File: config.mk
export PLATFORM = sky130hd
export DESIGN_NAME = counting_semaphore_fifo_waiters
export DESIGN_NICKNAME = d
export VERILOG_FILES = /design/src/rtl/csem_pkg.sv /design/src/rtl/csem_ram.sv /design/src/rtl/csem_ctrl.sv /design/src/rtl/csem_dp.sv /design/src/rtl/counting_semaphore_fifo_waiters.sv
export SDC_FILE = /design/constraint.sdc
export NUM_CORES = 1
export LEC_CHECK = 0
export ABC_AREA = 1
export BUFFER_PORTS_ARGS = -buffer_cell sky130_fd_sc_hd__buf_2
export CORE_MARGIN = 8
export CORE_UTILIZATION = 55
export CTS_CLUSTER_SIZE = 28
export DETAILED_ROUTE_END_ITERATION = 16
export PLACE_DENSITY = 0.74
export SLEW_MARGIN = 30
export SYNTH_ARGS = -nofsm -noshare
export SYNTH_HDL_FRONTEND = slang
export SYNTH_SLANG_ARGS = --single-unit
File: constraint.sdc
create_clock -name i_clk -period 2.7 [get_ports i_clk]
set_clock_uncertainty 0.1 [all_clocks]
set_input_delay 0.135 -clock i_clk [delete_from_list [all_inputs] [get_ports i_clk]]
set_output_delay 0.135 -clock i_clk [all_outputs]
set_load 0.01 [all_outputs]
File: src/rtl/csem_pkg.sv
// Shared constants and types for the counting semaphore with waiter queue.
`default_nettype none
package csem_pkg;

    localparam int QUEUE_DEPTH    = 16;
    localparam int THREAD_ID_BITS = 8;

    localparam int Q_ADDR_BITS = (QUEUE_DEPTH > 1) ? $clog2(QUEUE_DEPTH) : 1;
    localparam int Q_CNT_BITS  = $clog2(QUEUE_DEPTH + 1);
    localparam int Q_SUM_BITS  = Q_CNT_BITS + 1;

    localparam int OPCODE_BITS = 2;
    localparam int TID_BITS    = 8;
    localparam int STATUS_BITS = 3;
    localparam int UNITS_BITS  = 16;
    localparam int CFG_IDX_BITS  = 1;
    localparam int CFG_DATA_BITS = 16;

    localparam logic [OPCODE_BITS-1:0] OP_LOCK   = 2'd0;
    localparam logic [OPCODE_BITS-1:0] OP_TRY    = 2'd1;
    localparam logic [OPCODE_BITS-1:0] OP_UNLOCK = 2'd2;

    localparam logic [STATUS_BITS-1:0] ST_GRANTED  = 3'd0;
    localparam logic [STATUS_BITS-1:0] ST_REFUSED  = 3'd1;
    localparam logic [STATUS_BITS-1:0] ST_QUEUED   = 3'd2;
    localparam logic [STATUS_BITS-1:0] ST_IGNORED  = 3'd3;
    localparam logic [STATUS_BITS-1:0] ST_RELEASED = 3'd4;
    localparam logic [STATUS_BITS-1:0] ST_FULL     = 3'd5;

    localparam logic [CFG_IDX_BITS-1:0] CFG_START_UNITS = 1'b0;
    localparam logic [CFG_IDX_BITS-1:0] CFG_MAX_UNITS   = 1'b1;

    localparam logic [UNITS_BITS-1:0] UNITS_RESET = 16'd1;

    typedef struct packed {
        logic load_item;
        logic execute;
    } t_csem_cmd;

endpackage
`default_nettype wire

File: src/rtl/csem_ram.sv
// Generic single-port-write, registered-read RAM.
`default_nettype none
module csem_ram #(
    parameter int WIDTH = 8,
    parameter int DEPTH = 16,
    localparam int ADDR_BITS = (DEPTH > 1) ? $clog2(DEPTH) : 1
) (
    input  wire logic                    i_clk,
    input  wire logic                    i_we,
    input  wire logic [ADDR_BITS-1:0]    i_waddr,
    input  wire logic [WIDTH-1:0]        i_wdata,
    input  wire logic [ADDR_BITS-1:0]    i_raddr,
    output logic      [WIDTH-1:0]        o_rdata
);
    logic [WIDTH-1:0] r_mem [DEPTH];
    logic [WIDTH-1:0] r_rdata;

    always_ff @(posedge i_clk) begin
        if (i_we) begin
            r_mem[i_waddr] <= i_wdata;
        end
        r_rdata <= r_mem[i_raddr];
    end

    assign o_rdata = r_rdata;

endmodule
`default_nettype wire

File: src/rtl/csem_ctrl.sv
// Controller: accept, execute and output handshake sequencing.
`default_nettype none
module csem_ctrl
    import csem_pkg::*;
(
    input  wire logic i_clk,
    input  wire logic i_rst_n,
    input  wire logic i_in_valid,
    output logic      o_in_ready,
    output logic      o_out_valid,
    input  wire logic i_out_ready,
    output t_csem_cmd o_cmd
);
    localparam logic S_IDLE = 1'b0;
    localparam logic S_EXEC = 1'b1;

    logic r_state, n_state;
    logic r_out_valid, n_out_valid;
    logic in_ready, accept;

    assign in_ready = (r_state == S_IDLE) && (!r_out_valid || i_out_ready);
    assign accept   = i_in_valid && in_ready;

    always_comb begin
        n_state = r_state;
        unique case (r_state)
            S_IDLE: begin
                if (accept) begin
                    n_state = S_EXEC;
                end
            end
            S_EXEC: begin
                n_state = S_IDLE;
            end
            default: begin
                n_state = S_IDLE;
            end
        endcase
    end

    always_comb begin
        n_out_valid = r_out_valid;
        if (r_state == S_EXEC) begin
            n_out_valid = 1'b1;
        end else if (i_out_ready) begin
            n_out_valid = 1'b0;
        end
    end

    always_ff @(posedge i_clk) begin
        if (!i_rst_n) begin
            r_state     <= S_IDLE;
            r_out_valid <= 1'b0;
        end else begin
            r_state     <= n_state;
            r_out_valid <= n_out_valid;
        end
    end

    assign o_in_ready      = in_ready;
    assign o_out_valid     = r_out_valid;
    assign o_cmd.load_item = accept;
    assign o_cmd.execute   = (r_state == S_EXEC);

endmodule
`default_nettype wire

File: src/rtl/csem_dp.sv
// Datapath: unit counter, waiter ring buffer and result registers.
`default_nettype none
module csem_dp
    import csem_pkg::*;
(
    input  wire logic                     i_clk,
    input  wire logic                     i_rst_n,
    input  wire t_csem_cmd                i_cmd,
    input  wire logic [OPCODE_BITS-1:0]   i_opcode,
    input  wire logic [TID_BITS-1:0]      i_thread_id,
    input  wire logic                     i_cfg_we,
    input  wire logic [CFG_IDX_BITS-1:0]  i_cfg_idx,
    input  wire logic [CFG_DATA_BITS-1:0] i_cfg_data,
    output logic      [STATUS_BITS-1:0]   o_status,
    output logic                          o_wake_valid,
    output logic      [TID_BITS-1:0]      o_wake_thread,
    output logic      [UNITS_BITS-1:0]    o_units_now
);
    logic [OPCODE_BITS-1:0]    r_op;
    logic [THREAD_ID_BITS-1:0] r_tid;
    logic [UNITS_BITS-1:0]     r_count, n_count;
    logic [UNITS_BITS-1:0]     r_max;
    logic [Q_ADDR_BITS-1:0]    r_head, n_head;
    logic [Q_CNT_BITS-1:0]     r_wcnt, n_wcnt;
    logic [STATUS_BITS-1:0]    r_status, n_status;
    logic                      r_wake_valid, n_wake_valid;
    logic [TID_BITS-1:0]       r_wake_thread, n_wake_thread;

    logic                      q_full;
    logic                      q_push;
    logic [Q_SUM_BITS-1:0]     tail_sum;
    logic [Q_ADDR_BITS-1:0]    tail;
    logic [THREAD_ID_BITS-1:0] head_data;

    assign q_full   = (r_wcnt == Q_CNT_BITS'(QUEUE_DEPTH));
    assign tail_sum = Q_SUM_BITS'(r_head) + Q_SUM_BITS'(r_wcnt);
    assign tail     = (tail_sum >= Q_SUM_BITS'(QUEUE_DEPTH))
                    ? Q_ADDR_BITS'(tail_sum - Q_SUM_BITS'(QUEUE_DEPTH))
                    : Q_ADDR_BITS'(tail_sum);

    csem_ram #(
        .WIDTH (THREAD_ID_BITS),
        .DEPTH (QUEUE_DEPTH)
    ) u_waiters (
        .i_clk   (i_clk),
        .i_we    (q_push),
        .i_waddr (tail),
        .i_wdata (r_tid),
        .i_raddr (r_head),
        .o_rdata (head_data)
    );

    always_comb begin
        n_count       = r_count;
        n_head        = r_head;
        n_wcnt        = r_wcnt;
        n_status      = ST_REFUSED;
        n_wake_valid  = 1'b0;
        n_wake_thread = '0;
        q_push        = 1'b0;
        case (r_op)
            OP_LOCK: begin
                if (r_count != '0) begin
                    n_count  = r_count - 1'b1;
                    n_status = ST_GRANTED;
                end else if (!q_full) begin
                    q_push   = i_cmd.execute;
                    n_wcnt   = r_wcnt + 1'b1;
                    n_status = ST_QUEUED;
                end else begin
                    n_status = ST_FULL;
                end
            end
            OP_TRY: begin
                if (r_count != '0) begin
                    n_count  = r_count - 1'b1;
                    n_status = ST_GRANTED;
                end
            end
            OP_UNLOCK: begin
                if (r_count >= r_max) begin
                    n_status = ST_IGNORED;
                end else begin
                    n_count  = r_count + 1'b1;
                    n_status = ST_RELEASED;
                    if (r_wcnt != '0) begin
                        n_wake_valid  = 1'b1;
                        n_wake_thread = TID_BITS'(head_data);
                        n_head = (r_head == Q_ADDR_BITS'(QUEUE_DEPTH - 1))
                               ? '0 : r_head + 1'b1;
                        n_wcnt = r_wcnt - 1'b1;
                    end
                end
            end
            default: begin
                n_status = ST_REFUSED;
            end
        endcase
    end

    always_ff @(posedge i_clk) begin
        if (!i_rst_n) begin
            r_count <= UNITS_RESET;
            r_max   <= UNITS_RESET;
            r_head  <= '0;
            r_wcnt  <= '0;
        end else if (i_cmd.execute) begin
            r_count <= n_count;
            r_head  <= n_head;
            r_wcnt  <= n_wcnt;
        end else if (i_cfg_we) begin
            if (i_cfg_idx == CFG_START_UNITS) begin
                r_count <= UNITS_BITS'(i_cfg_data);
            end else begin
                r_max <= UNITS_BITS'(i_cfg_data);
            end
        end
    end

    always_ff @(posedge i_clk) begin
        if (i_cmd.load_item) begin
            r_op  <= i_opcode;
            r_tid <= THREAD_ID_BITS'(i_thread_id);
        end
        if (i_cmd.execute) begin
            r_status      <= n_status;
            r_wake_valid  <= n_wake_valid;
            r_wake_thread <= n_wake_thread;
        end
    end

    assign o_status      = r_status;
    assign o_wake_valid  = r_wake_valid;
    assign o_wake_thread = r_wake_thread;
    assign o_units_now   = r_count;

endmodule
`default_nettype wire

File: src/rtl/counting_semaphore_fifo_waiters.sv
// Top level of the counting semaphore with a FIFO of waiting thread IDs.
// Each request (lock, try-lock, unlock) produces one result transaction. A
// request is first captured and then evaluated against the unit counter and
// the waiter queue, whose head entry comes from a registered-read RAM; no new
// request is taken during the evaluation. The next request is accepted once
// the result register is free or is being drained that same cycle. The
// waiter queue holds QUEUE_DEPTH entries with no clearing pass after reset.
// Configuration writes load the unit count (start_units) or the upper limit
// (max_units) and are taken only while idle.
`default_nettype none
module counting_semaphore_fifo_waiters
    import csem_pkg::*;
(
    input  wire logic                     i_clk,
    input  wire logic                     i_rst_n,
    input  wire logic                     i_in_valid,
    output logic                          o_in_ready,
    input  wire logic [OPCODE_BITS-1:0]   i_opcode,
    input  wire logic [TID_BITS-1:0]      i_thread_id,
    output logic                          o_out_valid,
    input  wire logic                     i_out_ready,
    output logic      [STATUS_BITS-1:0]   o_status,
    output logic                          o_wake_valid,
    output logic      [TID_BITS-1:0]      o_wake_thread,
    output logic      [UNITS_BITS-1:0]    o_units_now,
    input  wire logic                     i_cfg_we,
    input  wire logic [CFG_IDX_BITS-1:0]  i_cfg_idx,
    input  wire logic [CFG_DATA_BITS-1:0] i_cfg_data
);
    t_csem_cmd cmd;

    csem_ctrl u_ctrl (
        .i_clk       (i_clk),
        .i_rst_n     (i_rst_n),
        .i_in_valid  (i_in_valid),
        .o_in_ready  (o_in_ready),
        .o_out_valid (o_out_valid),
        .i_out_ready (i_out_ready),
        .o_cmd       (cmd)
    );

    csem_dp u_dp (
        .i_clk         (i_clk),
        .i_rst_n       (i_rst_n),
        .i_cmd         (cmd),
        .i_opcode      (i_opcode),
        .i_thread_id   (i_thread_id),
        .i_cfg_we      (i_cfg_we),
        .i_cfg_idx     (i_cfg_idx),
        .i_cfg_data    (i_cfg_data),
        .o_status      (o_status),
        .o_wake_valid  (o_wake_valid),
        .o_wake_thread (o_wake_thread),
        .o_units_now   (o_units_now)
    );

endmodule
`default_nettype wire

## Word-level counts from Yosys, hierarchy flattened

Memories as Yosys holds them, arrays and structs flattened. A register that Yosys moved wholly into a read port is not among the register bits.
Index checks and enable logic that the tools add are counted.
W data, S select, Z words.

| word-level totals | value |
|---|---|
| register bits after elaboration | 65 |
| memory bits (writable) | 128 |
| output and inout port bits | 30 |
| memories | 1 |

Memories:

| memory | words | bits a word | rd ports | clocked after memory_dff | wr ports | RTL line | RTL |
|---|---|---|---|---|---|---|---|
| u_dp.u_waiters.r_mem | 16 | 8 | 1 | 1 | 1 | csem_ram.sv:15 | `logic [WIDTH-1:0] r_mem [DEPTH];` |

| operators by class | value |
|---|---|
| add/subtract/negate cells | 7 |
| order comparisons | 2 |
| equal/unequal tests | 12 |
| mux-type cells | 28 |
| bitwise gates (word level) | 4 |
| reduce and logical (&&, ||, !) cells | 17 |

Operators with widths:

| kind | number |
|---|---|
| $mux W16 | 5 |
| $pmux W16 S2 | 1 |
| $mux W5 | 4 |
| $add A16 B1 Y16 const B | 1 |
| $ge A16 B16 Y1 | 1 |
| $reduce_bool A16 Y1 | 1 |
| $sub A16 B1 Y16 const B | 1 |
| $mux W1 | 10 |
| $pmux W5 S2 | 1 |
| $mux W3 | 3 |
| $pmux W3 S3 | 1 |
| $mux W4 | 2 |
| $add A4 B5 Y6 | 1 |
| $ge A6 B5 Y1 const B | 1 |
| $ne A2 B2 Y1 const B | 3 |
| $ne A3 B2 Y1 const B | 2 |
| $reduce_and A6 Y1 | 1 |
| $reduce_bool A2 Y1 | 3 |
| $add A5 B1 Y5 const B | 1 |
| $eq A5 B5 Y1 const B | 1 |
| $reduce_and A5 Y1 | 1 |
| $reduce_bool A5 Y1 | 1 |
| $sub A5 B1 Y5 const B | 1 |
| $add A4 B1 Y4 const B | 1 |
| other kinds (16) | 22 |

## Longest topological paths before layout

| depth | value |
|---|---|
| depth after elaboration | 6 |
| depth in mapped cells | 17 |
| mapped depth without buffers | 16 |

## Cells and area by module

From an unflattened synthesis, not the netlist that was laid out.

| second synthesis, totals | value |
|---|---|
| cell total of the unflattened synthesis | 1122 |
| area total of the unflattened synthesis | 10045.9 um2 |

Modules (own cells, without submodules):

| module | instances | cells an instance | area an instance (um2) | seq. area each (um2) |
|---|---|---|---|---|
| csem_ram | 1 | 551 | 5766.8 | 4003.8 |
| csem_dp | 1 | 558 | 4174.0 | 1481.4 |
| csem_ctrl | 1 | 13 | 105.1 | 40.0 |

## Worst setup path before layout

Ideal clock, no wire load.

| timing path | value |
|---|---|
| kind | flip-flop to flip-flop |
| start | register u_ctrl.r_state |
| end | memory u_dp.u_waiters.r_mem[12][0] (enable) |
| library setup time | 0.370 ns |
| arrival time | 1.821 ns |
| data required time | 2.230 ns |
| slack | 0.409 ns |
| cell stages (with the launch flop) | 7 |
| path buffers | 2 |
| cell sequence | dfxtp_1 -> buf_2 -> clkbuf_1 -> nand3_1 -> nor2_1 -> nand2_1 -> nor2_1 |

| between the ends | value |
|---|---|
| word-level cells in the longest chain between the ends | 5 |

Ends and longest elaborated chain:

| item | RTL line | RTL |
|---|---|---|
| from (decl) | csem_ctrl.sv:17 | `logic r_state, n_state;` |
| from (signal assigned) | csem_ctrl.sv:55 | `r_state <= n_state;` |
| $mux W1 | csem_dp.sv:66 | `end else if (!q_full) begin` |
| $mux W1 | csem_dp.sv:63 | `if (r_count != '0) begin` |
| $mux W1 | csem_dp.sv:61 | `case (r_op)` |
| $mux W1 | csem_ram.sv:19 | `if (i_we) begin` |
| $mux W1 (not written as such) | csem_ram.sv:20 | `r_mem[i_waddr] <= i_wdata;` |
| to (decl) | csem_ram.sv:15 |  |

No other way between the ends.

## Worst setup path after layout

| timing path | value |
|---|---|
| start | register u_dp.r_op[0] |
| end | register u_dp.r_count[9], in the netlist u_dp.o_units_now[9] |

| between the ends | value |
|---|---|
| word-level cells in the longest chain between the ends | 4 |
| elaborated cells on any way between the ends | 10 |
| classes of those cells | eq/ne: 5; mux: 2; reduce/logical: 3 |

Ends and longest elaborated chain:

| item | RTL line | RTL |
|---|---|---|
| from (decl) | csem_dp.sv:19 | `logic [OPCODE_BITS-1:0] r_op;` |
| from (signal assigned) | csem_dp.sv:122 | `r_op <= i_opcode;` |
| $eq A2 B1 Y1 / $logic_not A2 Y1 (equally long branches) | csem_dp.sv:61 |  |
| $reduce_or A2 Y1 (no source line) | n/a |  |
| $ne A3 B2 Y1 (no source line) / $pmux W16 S2 (equally long branches) | n/a |  |
| $reduce_and A5 Y1 (no source line) / $mux W16 (equally long branches) | n/a |  |
| to (signal assigned) | csem_dp.sv:108 | `r_count <= n_count;` |
| to (signal assigned) | csem_dp.sv:113 | `r_count <= UNITS_BITS'(i_cfg_data);` |
| to (decl) | csem_dp.sv:21 | `logic [UNITS_BITS-1:0] r_count, n_count;` |

Several ways; a longest one is shown, not always the timed one.
A chain may end at the register's enable or synchronous reset.

==> impl_metrics.csv <==
group,metric,value,unit
sta,rsz0062_at_grt,"no",
critical_path,worst_setup_path_start_kind,"register",
finish,nNetsFinal,1146,
critical_path,crit_type,"reg2reg",
floorplanning,initial_core_util,55.8,%
power,p_per_area,657,mW/mm^2
sta,fin_crit_sh,87.1,%
critical_path,rrSetupSlack,0.35,ns
yosys,synth_area_per_cell,9.86,um^2
yosys,yosysWarnings,0,
global_routing,grt_pass1_vias,6768,
global_routing,grt_pass1_wl,35.8,mm
routing,first_iter_violations,592,
yosys,ys_seq_area_share,57.9,%
clock_network,numCtsBuffers,22,
critical_path,crit_family,"simple AND/OR/NAND/NOR gates",
clock_network,post-cts-setup-buffer-count,0,
job,drv_cap,0,
yosys,synthCells,968,
place,gp_congestion,0.931,
global_routing,grt_usage,20.5,%
critical_path,cpPeakStageDelay,0.42,ns
yosys,yosysTopAreaCellShare,47.2,%
routing,ant_nets,0,
sta,setup_viol,0,
place,pre_cts_ws,0.255,ns
place,portBuffers,61,
clock_network,htree_num_levels,1,
power,p_leak,0.00455,uW
hold_path,worstHoldPathType,"in2reg",
global_routing,gr-usage-met1,28.1,%
floorplanning,fp-row-count,48,
finish,antenna_cells,0,
global_routing,grt_use_met2,33.1,%
sta,fmax,425,MHz
routing,wl_per_cell,16.9,um
yosys,synth_cell_types,38,
critical_path,crit_arrival,2.65,ns
sta,drv_slew,0,
power,peakVddDrop,0.473,mV
outcome,status,"finished, final reports clean",
floorplanning,die_y,148,um
sta,finalHoldViolations,0,
critical_path,timing.critical_path.buf_inv,1,
finish,final_layout_size_suffix_gt1_share,14.8,%
sta,setup_tns,0,ns
critical_path,cpMostUsedCell,"nand2_1",
finish,final_cell_mix,"nand2_1 (177), edfxtp_1 (150), nor2_1 (146)",
critical_path,crit_path_end_kind,"register",
routing,drc,0,
clock_network,cts_root_buf,"clkbuf_16",
critical_path,crit_fanout,17,
yosys,yosysTopAreaCell,"edfxtp_1",
place,dp_hpwl,14.9,mm
critical_path,cp_data_required_time,3.00,ns
clock_network,clock_latency,0.50,ns
global_routing,grt_overflow_total,0,
routing,drtPass1Iterations,5,
routing,num_vias,7132,
floorplanning,num_io_pins,62,
finish,area_growth_syn_to_layout,17.4,%
clock_network,clk_pin_slew,0.06,ns
yosys,ys_ff_latch,201,
routing,via_per_inst,5.42,
sta,slew_headroom,53.2,%
yosys,syn_nets,1040,
global_routing,met3_usage,3.30,%
clock_network,clock_path_buffers,3,
critical_path,slowest_stage,"ha_1",
sta,period_needed,2.35,ns
routing,postRouteWirelength,22.2,mm
global_routing,busiest_layer,"met2",
sta,fin_ws,0.349,ns
clock_network,cts_tree,"done",
finish,final_common_cell,"nand2_1",
yosys,ys_top_cells_by_area,"edfxtp_1 (47%), dfxtp_1 (11%), nand2_1 (7.0%)",
floorplanning,dieArea,0.0218,mm^2
yosys,netlist_area,0.00954,mm^2
critical_path,crit_chain,"inv_1 > nand2_4 > ha_1 > nand3_1 > nand2_1 > nand2_1 > nand2_1 > nand2_1 > nand2_1 > nand2_1 > nand3_1 > nand2_1 > nor2_1 > nor2_2",
sta,worst_pin_slew,0.702,ns
global_routing,grt_max_degree,69,
floorplanning,die_w,148,um
global_routing,antenna_found_initial,0,
clock_network,clock_sinks,201,
floorplanning,core-area,0.0171,mm^2
-- state kept, by name, summed over array words and instances, names as in the netlist --
name,count
u_dp.r_max,16
u_ctrl.r_state,1
u_dp.o_wake_thread,8
u_ctrl.o_out_valid,1
u_dp.r_op,2
u_dp.r_wcnt,5
u_dp.o_units_now,16
u_dp.r_head,4
u_dp.r_tid,8
u_dp.o_status,3
u_dp.u_waiters.o_rdata,8
u_dp.o_wake_valid,1
u_dp.u_waiters.r_mem,128
-- metrics by stage --
step | area, um^2 | power [uW] | hold WS, ns | utilization (%) | std cells
after floorplan | 9540 | 4140 | 0.134 | - | 968
after global placement | 10200 | 4380 | 0.214 | 59.4 | 1245
after detailed placement | 10200 | 4390 | 0.219 | 59.4 | 1245
after CTS | 11200 | 7370 | 0.0112 | 65.4 | 1315
after global routing | 11200 | 7650 | 0.0543 | 65.4 | 1315
final | 11200 | 7350 | 0.0253 | 65.4 | 1315
-- layer usage --
layer | vias to the layer above | routed length (um)
li1 | 3527 | -
met1 | 3349 | 9840
met2 | 226 | 10500
met3 | 30 | 1450
met4 | 0 | 412
met5 | - | 0
-- worst register-to-register path: stages (launching register included) --
cell and delay [ns]:
edfxtp_1 0.41, inv_1 0.13, nand2_4 0.16, ha_1 0.43, nand3_1 0.09, nand2_1 0.18, nand2_1 0.07, nand2_1 0.13
nand2_1 0.09, nand2_1 0.07, nand2_1 0.05, nand3_1 0.10, nand2_1 0.06, nor2_1 0.12, nor2_2 0.06
-- worst paths after layout --
kind,from,to,cells past startpoint
max,u_dp.r_op[0],u_dp.o_units_now[9],14
min,i_cfg_idx,u_dp.o_units_now[0],6
max reg2reg,u_dp.r_op[0],u_dp.o_units_now[9],14
min reg2reg,u_dp.r_max[8],u_dp.r_max[8],2
-- Yosys cell counts (all sizes together) --
cell type,instances
fa,3
clkbuf,18
ha,37
buf,20
and2,2
a21boi,1
nor4,1
o21bai,1
inv,83
o211ai,4
nand2,194
nand4,6
xor2,7
xnor2,5
clkinv,3
nand3,58
dfxtp,51
o221ai,13
edfxtp,150
o32ai,19
mux2i,15
nor2,159
nand3b,7
nor3,2
a21oi,51
o22ai,1
o21a,1
o21ai,56
-- cell type report --
cell class	instances	area, um^2
Clock buffer	29	577
Clock inverter	11	143
Fill cell	1323	5920
Inverter	86	323
Multi-Input combinational cell	643	3510
Sequential cell	201	5530
Tap cell	225	282
Timing Repair Buffer	120	836
-- power by group --
group / switching [uW] / internal, uW / total [uW] / leakage [uW]
clock: 1180 / 1800 / 2980 / 0.000352
combinational: 555 / 340 / 895 / 0.00242
sequential: 91.1 / 3390 / 3480 / 0.00178
total: 1820 / 5530 / 7350 / 0.00455
-- cell families (layout without fill, tap and decap cells) --
logic type / Yosys count / in the layout / synth area share [%]
flops: 201 / 201 / 57.9
simple gates: 429 / 429 / 19.1
compound gates: 147 / 147 / 9.40
fa+ha+maj: 40 / 40 / 5.48
buf+inv: 124 / 246 / 5.43
mux: 15 / 15 / 1.57
xor+xnor: 12 / 12 / 1.10
-- what timing repair did --
item                                   in CTS  in global routing
hold buffers                               30                  0
gates resized for setup                     0                  4
setup endpoints to repair                   0                  3
endpoints found under the hold margin      43                  0
Note: power is estimated with default switching activity, not from simulation.
